===== src/rtl/rmv_pkg.sv =====
// Shared types and constants for the running mean and variance block.
// Used by the controller, the datapath, the divider and the top level.
// No dependencies.
package rmv_pkg;

  localparam int unsigned SAMPLE_W   = 32;  // sample and mean width
  localparam int unsigned SUM_W      = 64;  // squared-deviation sum and variance width
  localparam int unsigned SEEN_W     = 32;  // reported count width
  localparam int unsigned DIVIDEND_W = 64;
  localparam int unsigned ITER_W     = 7;   // holds ITER_LONG
  localparam logic [ITER_W-1:0] ITER_LONG  = 7'd64;
  localparam logic [ITER_W-1:0] ITER_SHORT = 7'd32;

  typedef enum logic [6:0] {
    S_IDLE = 7'b0000001,
    S_DIV1 = 7'b0000010,
    S_MUL  = 7'b0000100,
    S_ACC  = 7'b0001000,
    S_DIV2 = 7'b0010000,
    S_OUT  = 7'b0100000,
    S_MEAN = 7'b1000000
  } rmv_state_t;

  // Commands from the controller to the datapath.
  typedef struct packed {
    logic first_upd;   // start a new set with the accepted sample
    logic begin_step;  // capture the sample, start the mean division
    logic mean_upd;    // commit the new mean, form the second difference
    logic mul;         // multiply the two difference magnitudes
    logic acc;         // accumulate, commit the count, start the variance division
    logic var_latch;   // store the variance quotient
    logic out_load;    // load the result register
  } rmv_cmd_t;

  // Status from the datapath to the controller.
  typedef struct packed {
    logic first;       // accepted sample opens a new set
    logic div_busy;
    logic div_done;
  } rmv_status_t;

endpackage


===== src/rtl/rmv_div.sv =====
// Restoring unsigned divider, one quotient bit per cycle.
// 32 or 64 iterations selected at start. Uses rmv_pkg.
module rmv_div #(
  parameter int unsigned DIV_W = 32
) (
  input  logic                             clk,
  input  logic                             rst_n,
  input  logic                             start,
  input  logic                             short_op,
  input  logic [rmv_pkg::DIVIDEND_W-1:0]   dividend,
  input  logic [DIV_W-1:0]                 divisor,
  output logic                             busy,
  output logic                             done,
  output logic [rmv_pkg::DIVIDEND_W-1:0]   quotient
);

  logic                           busy_r;
  logic                           done_r;
  logic [rmv_pkg::ITER_W-1:0]     iter_r;
  logic [DIV_W-1:0]               rem_r;
  logic [DIV_W-1:0]               rem_nxt;
  logic [rmv_pkg::DIVIDEND_W-1:0] quo_r;
  logic [rmv_pkg::DIVIDEND_W-1:0] quo_nxt;
  logic [DIV_W-1:0]               divisor_r;
  logic [DIV_W:0]                 partial;
  logic [DIV_W:0]                 diff;
  logic                           ge;

  // The remainder always stays below the divisor, so the shifted partial
  // remainder fits in one extra bit.
  always_comb begin
    partial = {rem_r, quo_r[rmv_pkg::DIVIDEND_W-1]};
    diff    = partial - {1'b0, divisor_r};
    ge      = ~diff[DIV_W];
    rem_nxt = ge ? diff[DIV_W-1:0] : partial[DIV_W-1:0];
    quo_nxt = {quo_r[rmv_pkg::DIVIDEND_W-2:0], ge};
  end

  always_ff @(posedge clk) begin
    if (!rst_n) begin
      busy_r <= 1'b0;
      done_r <= 1'b0;
      iter_r <= '0;
    end else begin
      done_r <= 1'b0;
      if (start) begin
        busy_r <= 1'b1;
        iter_r <= short_op ? rmv_pkg::ITER_SHORT : rmv_pkg::ITER_LONG;
      end else if (busy_r) begin
        iter_r <= iter_r - 1'b1;
        if (iter_r == rmv_pkg::ITER_W'(1)) begin
          busy_r <= 1'b0;
          done_r <= 1'b1;
        end
      end
    end
  end

  always_ff @(posedge clk) begin
    if (start) begin
      rem_r     <= '0;
      quo_r     <= dividend;
      divisor_r <= divisor;
    end else if (busy_r) begin
      rem_r <= rem_nxt;
      quo_r <= quo_nxt;
    end
  end

  assign busy     = busy_r;
  assign done     = done_r;
  assign quotient = quo_r;

endmodule


===== src/rtl/rmv_dp.sv =====
// Datapath: statistics state, difference and mean logic, multiplier,
// saturating accumulator and result register. Uses rmv_pkg and rmv_div.
module rmv_dp #(
  parameter int unsigned COUNT_BITS = 32
) (
  input  logic                                clk,
  input  logic                                rst_n,
  input  rmv_pkg::rmv_cmd_t                   cmd,
  output rmv_pkg::rmv_status_t                status,
  input  logic signed [rmv_pkg::SAMPLE_W-1:0] sample,
  input  logic                                starts_new_set,
  output logic signed [rmv_pkg::SAMPLE_W-1:0] running_mean,
  output logic [rmv_pkg::SUM_W-1:0]           sample_variance,
  output logic [rmv_pkg::SEEN_W-1:0]          samples_seen,
  output logic                                variance_valid
);

  localparam int unsigned SW    = rmv_pkg::SAMPLE_W;
  localparam int unsigned EXT_W = (COUNT_BITS > rmv_pkg::SEEN_W) ? COUNT_BITS
                                                                 : rmv_pkg::SEEN_W;

  // Statistics state.
  logic [COUNT_BITS-1:0]          cnt_r;
  logic signed [SW-1:0]           mean_r;
  logic [rmv_pkg::SUM_W-1:0]      sum_r;
  logic [rmv_pkg::SUM_W-1:0]      var_r;
  logic                           var_valid_r;

  // Per-item working registers.
  logic signed [SW-1:0]           x_r;
  logic                           neg_r;
  logic [SW-1:0]                  mag1_r;
  logic [SW-1:0]                  mag2_r;
  logic [COUNT_BITS-1:0]          n_r;
  logic [rmv_pkg::SUM_W-1:0]      prod_r;

  // Result register.
  logic signed [SW-1:0]           mean_o_r;
  logic [rmv_pkg::SUM_W-1:0]      var_o_r;
  logic [rmv_pkg::SEEN_W-1:0]     seen_o_r;
  logic                           valid_o_r;

  logic [COUNT_BITS-1:0]          n_nxt;
  logic signed [SW:0]             d1;
  logic [SW-1:0]                  mag1;
  logic [SW-1:0]                  q;
  logic signed [SW:0]             step;
  logic signed [SW:0]             mean_new;
  logic signed [SW:0]             d2;
  logic [SW-1:0]                  mag2;
  logic [rmv_pkg::SUM_W:0]        sum_wide;
  logic [rmv_pkg::SUM_W-1:0]      sum_nxt;
  logic [EXT_W-1:0]               cnt_ext;
  logic [rmv_pkg::SEEN_W-1:0]     seen;

  logic                           div_start;
  logic [rmv_pkg::DIVIDEND_W-1:0] div_dividend;
  logic [COUNT_BITS-1:0]          div_divisor;
  logic                           div_busy;
  logic                           div_done;
  logic [rmv_pkg::DIVIDEND_W-1:0] div_quo;

  always_comb begin
    n_nxt = (cnt_r == {COUNT_BITS{1'b1}}) ? cnt_r : cnt_r + COUNT_BITS'(1);
    d1    = {sample[SW-1], sample} - {mean_r[SW-1], mean_r};
    mag1  = d1[SW] ? SW'(-d1) : d1[SW-1:0];

    // Both differences share a sign, so only magnitudes are multiplied.
    q        = div_quo[SW-1:0];
    step     = neg_r ? -$signed({1'b0, q}) : $signed({1'b0, q});
    mean_new = {mean_r[SW-1], mean_r} + step;
    d2       = {x_r[SW-1], x_r} - mean_new;
    mag2     = d2[SW] ? SW'(-d2) : d2[SW-1:0];

    sum_wide = {1'b0, sum_r} + {1'b0, prod_r};
    sum_nxt  = sum_wide[rmv_pkg::SUM_W] ? '1 : sum_wide[rmv_pkg::SUM_W-1:0];

    cnt_ext = EXT_W'(cnt_r);
    seen    = (cnt_ext > EXT_W'({rmv_pkg::SEEN_W{1'b1}})) ? '1
                                                          : cnt_ext[rmv_pkg::SEEN_W-1:0];
  end

  // The mean quotient fits in 32 bits, so its dividend sits in the upper
  // half and only 32 iterations are run.
  assign div_start    = cmd.begin_step | cmd.acc;
  assign div_dividend = cmd.begin_step ? {mag1, {SW{1'b0}}} : sum_nxt;
  assign div_divisor  = cmd.begin_step ? n_nxt : n_r - COUNT_BITS'(1);

  rmv_div #(
    .DIV_W(COUNT_BITS)
  ) u_div (
    .clk      (clk),
    .rst_n    (rst_n),
    .start    (div_start),
    .short_op (cmd.begin_step),
    .dividend (div_dividend),
    .divisor  (div_divisor),
    .busy     (div_busy),
    .done     (div_done),
    .quotient (div_quo)
  );

  always_ff @(posedge clk) begin
    if (!rst_n) begin
      cnt_r       <= '0;
      mean_r      <= '0;
      sum_r       <= '0;
      var_r       <= '0;
      var_valid_r <= 1'b0;
    end else begin
      if (cmd.first_upd) begin
        cnt_r       <= COUNT_BITS'(1);
        mean_r      <= sample;
        sum_r       <= '0;
        var_r       <= '0;
        var_valid_r <= 1'b0;
      end
      if (cmd.mean_upd) begin
        mean_r <= mean_new[SW-1:0];
      end
      if (cmd.acc) begin
        sum_r <= sum_nxt;
        cnt_r <= n_r;
      end
      if (cmd.var_latch) begin
        var_r       <= div_quo;
        var_valid_r <= 1'b1;
      end
    end
  end

  always_ff @(posedge clk) begin
    if (cmd.begin_step) begin
      x_r    <= sample;
      neg_r  <= d1[SW];
      mag1_r <= mag1;
      n_r    <= n_nxt;
    end
    if (cmd.mean_upd) begin
      mag2_r <= mag2;
    end
    if (cmd.mul) begin
      prod_r <= rmv_pkg::SUM_W'(mag1_r * mag2_r);
    end
    if (cmd.out_load) begin
      mean_o_r  <= mean_r;
      var_o_r   <= var_r;
      seen_o_r  <= seen;
      valid_o_r <= var_valid_r;
    end
  end

  assign status.first    = starts_new_set | (cnt_r == '0);
  assign status.div_busy = div_busy;
  assign status.div_done = div_done;

  assign running_mean    = mean_o_r;
  assign sample_variance = var_o_r;
  assign samples_seen    = seen_o_r;
  assign variance_valid  = valid_o_r;

  a_valid_needs_two : assert property (@(posedge clk) disable iff (!rst_n)
    var_valid_r |-> (cnt_r >= COUNT_BITS'(2)))
    else $error("variance flagged valid with fewer than two samples");

  a_invalid_zero : assert property (@(posedge clk) disable iff (!rst_n)
    !var_valid_r |-> (var_r == '0))
    else $error("variance nonzero while not valid");

endmodule


===== src/rtl/rmv_ctrl.sv =====
// Controller state machine: sequences one transaction through the
// datapath and owns the handshakes. Uses rmv_pkg.
module rmv_ctrl (
  input  logic                 clk,
  input  logic                 rst_n,
  input  logic                 in_valid,
  output logic                 in_ready,
  output logic                 out_valid,
  input  logic                 out_ready,
  input  rmv_pkg::rmv_status_t status,
  output rmv_pkg::rmv_cmd_t    cmd
);

  rmv_pkg::rmv_state_t state_r;
  rmv_pkg::rmv_state_t state_nxt;
  logic                out_valid_r;
  logic                out_valid_nxt;
  logic                accept;
  logic                out_free;

  assign in_ready = (state_r == rmv_pkg::S_IDLE);
  assign accept   = in_valid & in_ready;
  assign out_free = ~out_valid_r | out_ready;

  always_comb begin
    state_nxt     = state_r;
    cmd           = '0;
    out_valid_nxt = out_valid_r & ~out_ready;
    case (state_r)
      rmv_pkg::S_IDLE: begin
        if (accept) begin
          if (status.first) begin
            cmd.first_upd = 1'b1;
            state_nxt     = rmv_pkg::S_OUT;
          end else begin
            cmd.begin_step = 1'b1;
            state_nxt      = rmv_pkg::S_DIV1;
          end
        end
      end
      rmv_pkg::S_DIV1: begin
        if (status.div_done) begin
          state_nxt = rmv_pkg::S_MEAN;
        end
      end
      rmv_pkg::S_MEAN: begin
        cmd.mean_upd = 1'b1;
        state_nxt    = rmv_pkg::S_MUL;
      end
      rmv_pkg::S_MUL: begin
        cmd.mul   = 1'b1;
        state_nxt = rmv_pkg::S_ACC;
      end
      rmv_pkg::S_ACC: begin
        cmd.acc   = 1'b1;
        state_nxt = rmv_pkg::S_DIV2;
      end
      rmv_pkg::S_DIV2: begin
        if (status.div_done) begin
          cmd.var_latch = 1'b1;
          state_nxt     = rmv_pkg::S_OUT;
        end
      end
      rmv_pkg::S_OUT: begin
        if (out_free) begin
          cmd.out_load  = 1'b1;
          out_valid_nxt = 1'b1;
          state_nxt     = rmv_pkg::S_IDLE;
        end
      end
      default: begin
        state_nxt = rmv_pkg::S_IDLE;
      end
    endcase
  end

  always_ff @(posedge clk) begin
    if (!rst_n) begin
      state_r     <= rmv_pkg::S_IDLE;
      out_valid_r <= 1'b0;
    end else begin
      state_r     <= state_nxt;
      out_valid_r <= out_valid_nxt;
    end
  end

  assign out_valid = out_valid_r;

  a_idle_div_quiet : assert property (@(posedge clk) disable iff (!rst_n)
    (state_r == rmv_pkg::S_IDLE) |-> !status.div_busy)
    else $error("divider busy while controller idle");

  a_done_expected : assert property (@(posedge clk) disable iff (!rst_n)
    status.div_done |-> (state_r == rmv_pkg::S_DIV1 || state_r == rmv_pkg::S_DIV2))
    else $error("divider finished outside a division state");

  a_load_sets_valid : assert property (@(posedge clk) disable iff (!rst_n)
    cmd.out_load |=> out_valid_r)
    else $error("result loaded without raising out valid");

endmodule


===== src/rtl/running_mean_variance.sv =====
// Top level of the running mean and variance block.
// Uses rmv_pkg, rmv_ctrl and rmv_dp (which holds rmv_div).
//
// Welford online statistics on signed Q16.16 samples. Each input transaction
// carries one sample and a flag that starts a new set; each produces exactly
// one output transaction with the updated mean (Q16.16, division truncated
// toward zero), the sample variance (unsigned Q32.32, sum of squared
// deviations over count minus one, saturating), the count (clamped to 32
// bits) and a valid flag that is set once two samples are in the set. The
// block handles one sample at a time. The result of the first sample of a
// set passes through the output state into the output register once that
// register is free, and the next sample is taken after that load. Every
// other sample is taken only after the previous result is loaded: both
// divisions, by the new count and by the count minus one, go through one
// shared restoring divider that produces one quotient bit per cycle, 32
// iterations for the mean step and 64 for the variance, followed by the mean
// update, the 32 by 32 multiply, the saturating accumulate, the quotient
// capture and the result load. A finished result sits in an output
// register, so the next sample is accepted while that result still waits to
// be taken; a result that is ready while the previous one is still untaken
// waits until the output register frees up. COUNT_BITS sets the width of
// the saturating sample counter and of the divider's divisor.
module running_mean_variance #(
  parameter int unsigned COUNT_BITS = 32
) (
  input  logic         clk,
  input  logic         rst_n,
  input  logic         in_tvalid,
  output logic         in_tready,
  input  logic [31:0]  in_tdata,   // [31:0] sample
  input  logic [0:0]   in_tuser,   // [0] starts_new_set
  output logic         out_tvalid,
  input  logic         out_tready,
  output logic [127:0] out_tdata,  // [31:0] running_mean, [95:32] sample_variance,
                                   // [127:96] samples_seen
  output logic [0:0]   out_tuser   // [0] variance_valid
);

  rmv_pkg::rmv_cmd_t                   cmd;
  rmv_pkg::rmv_status_t                status;
  logic signed [rmv_pkg::SAMPLE_W-1:0] running_mean;
  logic [rmv_pkg::SUM_W-1:0]           sample_variance;
  logic [rmv_pkg::SEEN_W-1:0]          samples_seen;
  logic                                variance_valid;

  rmv_ctrl u_ctrl (
    .clk       (clk),
    .rst_n     (rst_n),
    .in_valid  (in_tvalid),
    .in_ready  (in_tready),
    .out_valid (out_tvalid),
    .out_ready (out_tready),
    .status    (status),
    .cmd       (cmd)
  );

  rmv_dp #(
    .COUNT_BITS(COUNT_BITS)
  ) u_dp (
    .clk             (clk),
    .rst_n           (rst_n),
    .cmd             (cmd),
    .status          (status),
    .sample          ($signed(in_tdata)),
    .starts_new_set  (in_tuser[0]),
    .running_mean    (running_mean),
    .sample_variance (sample_variance),
    .samples_seen    (samples_seen),
    .variance_valid  (variance_valid)
  );

  // Result fields packed from the lowest bit up.
  assign out_tdata = {samples_seen, sample_variance, running_mean};
  assign out_tuser = variance_valid;

endmodule


===== config.mk =====
export PLATFORM = sky130hd
export DESIGN_NAME = running_mean_variance
export DESIGN_NICKNAME = d
export VERILOG_FILES = /design/src/rtl/rmv_pkg.sv /design/src/rtl/rmv_div.sv /design/src/rtl/rmv_dp.sv /design/src/rtl/rmv_ctrl.sv /design/src/rtl/running_mean_variance.sv
export SDC_FILE = /design/constraint.sdc
export NUM_CORES = 2
export LEC_CHECK = 0
export ABC_AREA = 1
export BUFFER_PORTS_ARGS = -buffer_cell sky130_fd_sc_hd__buf_2
export CAP_MARGIN = 20
export CORE_UTILIZATION = 60
export CTS_CLUSTER_DIAMETER = 30
export CTS_CLUSTER_SIZE = 12
export DETAILED_ROUTE_END_ITERATION = 8
export PLACE_DENSITY = 0.77
export SLEW_MARGIN = 0
export SYNTH_ARGS = -nofsm -noshare
export SYNTH_HDL_FRONTEND = slang
export SYNTH_SLANG_ARGS = --single-unit

===== constraint.sdc =====
create_clock -name clk -period 21 [get_ports clk]
set_input_delay 5.25 -clock clk [delete_from_list [all_inputs] [get_ports clk]]
set_output_delay 5.25 -clock clk [all_outputs]
set_load 0.03 [all_outputs]

==> results.yml <==
status:
  status: "finished, final reports clean"
floorplan:
  dieArea_um2: 126000
  die_y_um: 355
  fp.dieW_um: 355
  io_pins: 168
  num_rows: 129
  start_util_pct: 60.4
  core-area_um2: 124000
timing:
  max_freq_mhz: 123
  hold_viol: 0
  rsz0062_at_grt: "false"
  setup_viol: 0
  min_period_ns: 8.15
  postLayoutSetupSlackWorst_ns: 12.85
  fin_crit_sh_pct: 38.8
  max-slew-margin-rel_pct: 16.6
  fin_tns_setup_ns: 0
  worstMarginPinSlew_ns: 1.24
  worst_hold_slack_ns: 0.429
  clock_skew_ns: 0.0445
  slew_violations: 0
synthesis:
  syn_inst: 9633
  post-synth-top-area-cell: "fa_1"
  netlist.area_leader.share_pct: 24.1
  postSynthAreaPerCell_um2: 7.76
  synth-edff-count: 418
  yosysWarnings: 0
  syn_area_um2: 74700
  synthMostInstantiatedCell: "nand2_1"
  ys_types: 67
  synth_flop_cell: "edfxtp_1"
  synth.net_count: 11000
  synthTopCellsByArea: "fa_1, edfxtp_1, nand2_1"
  synth_top_cells_by_count: "nand2_1, inv_1, fa_1"
  synthArstFlopShare_pct: 0
  ys_seq_elements: 660
  seq_area_frac_synth_pct: 23.3
global_route:
  grt_max_degree: 102
  grt_overflow: 0
  track_usage_pct: 39.7
  grt_pass1_vias: 65700
  grt_pass1_wl_mm: 379
  antenna_found_initial: 8
placed_design:
  portBuffers: 167
  dp_hpwl_mm: 189
  dp_slack_ns: 12.80
  post-place-cells: 11200
  gp_congestion: 1.03
power_and_ir_drop:
  p_int_w: 0.00655
  vdd_drop_max_mv: 0.446
  power_leakage_nw: 41.9
  netSwitchingFraction_pct: 54.7
  p_per_area_nw_per_um2: 177
  power_frac_clock_pct: 14.7
  power_frac_seq_pct: 13.0
  switchingPower_w: 0.00792
  pwr-share-comb_pct: 72.3
routing:
  vias: 65700
  drtIter0Drc: 7001
  viasPerCell: 5.73
  ant_nets: 0
  wl_per_cell_um: 21.6
  drcViolationCount: 0
  routed_wl_mm: 248
  firstDrtPassIters: 6
clock_tree:
  htree_levels: 4
  cts-buffers-inserted: 130
  numClockSinks: 660
  cts_max_path_buffers: 3
  cts_setup_buffers: 0
  ctsResizeCount: 0
  cts_tree: "done"
  clk_latency_ns: 0.76
  root_buffer: "clkbuf_16"
  ctsHoldBuffers: 0
  clk_pin_slew_ns: 0.05
setup_path:
  crit_type: "reg2reg"
  end_kind: "register"
  cp-start-kind: "register"
  crit_arrival_ns: 8.62
  crit_required_ns: 21.47
  critPathMaxFanout: 32
job:
  cap_violations: 0
finish:
  nets: 11100
  multiInputGateArea_um2: 47800
  fillers: 10500
  fin_cells: 11500
  syn_to_final_growth_pct: 9.18
  regArea_um2: 17400
  drive_gt1_share_pct: 6.75
  utilization_pct: 66.0
worst_hold_path:
  hp-class: "reg2reg"
## cell families (layout without fill, tap and decap cells)
group,Yosys count,count (layout),synth area share [%]
and+or+nand+nor,3771,3771,20.8
buffers and inverters,2511,2706,12.8
xor gates and xnor gates,272,272,3.29
other,0,8,0
adders and majority gates,1364,1364,31.9
DFF,660,660,23.3
AOI/OAI and AO/OA,1055,1055,7.90
## routing by layer
layer	vias up	track usage [%]	share of wire, %
met4	12	19.7	5.7
li1	29600	-	-
met3	909	9.86	12
met5	-	0	0.031
met1	31600	52.8	39
met2	3587	60.6	44
## power by group through the flow
stage / sequential, W / clock [W] / combinational, W
final: 0.00188 / 0.00213 / 0.0105
after global routing: 0.00188 / 0.00220 / 0.0113
after CTS: 0.00188 / 0.00214 / 0.0101
after detailed placement: 0.00190 / 0 / 0.00985
after global placement: 0.00190 / 0 / 0.00987
after floorplan: 0.00190 / 0 / 0.00644
## layout by cell type (no fill, tap or decap), drive strengths merged, types with 5 or more instances in the layout
master    netlist  final
buf            41    254
xnor2          89     89
o21a           28     28
a31oi          53     53
nor3           72     72
and2            9      9
o211ai         43     43
edfxtp        418    418
xor2          183    183
o21bai         42     42
fa            901    901
a21oi         506    506
nand3         331    331
nand2        2626   2626
o21ai         307    307
inv          2210   2235
diode           0      8
clkinvlp        0      5
nor4           33     33
a21boi         20     20
nand3b         18     18
nand4          81     81
a21o           22     22
ha            463    463
or2            18     18
dfxtp         242    242
clkinv          1     44
nor2          580    580
clkbuf        259    155
o221ai         16     16
bufinv          0     13
## sequential cells by signal, summed over array words and instances, names as in the netlist, 7 cells and up
name,cells
u_dp.mag2_r,32
u_dp.cnt_ext,32
u_dp.var_r,64
u_ctrl.state_r,7
u_dp.u_div.divisor_r,32
u_dp.running_mean,32
u_dp.u_div.quotient,64
u_dp.samples_seen,32
u_dp.mean_r,32
u_dp.sum_r,64
u_dp.sample_variance,64
u_dp.n_r,32
u_dp.mag1_r,32
u_dp.u_div.iter_r,7
u_dp.u_div.rem_r,32
u_dp.prod_r,64
u_dp.x_r,32
## worst paths after layout
check             startpoint                  endpoint  slack [ns]  depth (start not counted)
max          u_dp.mag1_r[15]           u_dp.prod_r[49]       12.85                         23
min           u_dp.var_r[25]  u_dp.sample_variance[25]        0.43                          0
max reg2reg  u_dp.mag1_r[15]           u_dp.prod_r[49]       12.85                         23
min reg2reg   u_dp.var_r[25]  u_dp.sample_variance[25]        0.43                          0
## metrics by stage
| stage | power [W] | cell area [um^2] |
|---|---|---|
| 2_1_floorplan | 0.00834 | 74700 |
| 3_3_place_gp | 0.0118 | 77000 |
| 3_5_place_dp | 0.0118 | 77000 |
| 4_1_cts | 0.0141 | 81500 |
| 5_1_grt | 0.0154 | 81500 |
| 6_report | 0.0145 | 81600 |
## worst max-delay path, stage by stage (launching register included)
cell	delay (ns)
edfxtp_1	0.32
buf_4	0.55
nand2_1	0.11
inv_1	0.10
fa_1	0.45
fa_1	0.54
inv_1	0.05
fa_1	0.57
fa_1	0.45
fa_1	0.56
inv_1	0.05
fa_1	0.48
fa_1	0.56
fa_1	0.52
ha_1	0.43
a21oi_1	0.26
o21ai_0	0.23
a21oi_1	0.19
inv_1	0.06
a211oi_1	0.66
o21ai_0	0.28
nand3_1	0.16
o21ai_0	0.11
xor2_1	0.15
## layout make-up
cell class                 count  area share (%)
sequential                   660            21.3
clock inverter                86            1.30
tap                         1637            2.51
antenna                        8          0.0245
inverter                    2211            10.2
multi-input combinational   6462            58.6
clock buffer                 155            4.22
timing repair buffer         254            1.84
Note: power is estimated with default switching activity, not from simulation.
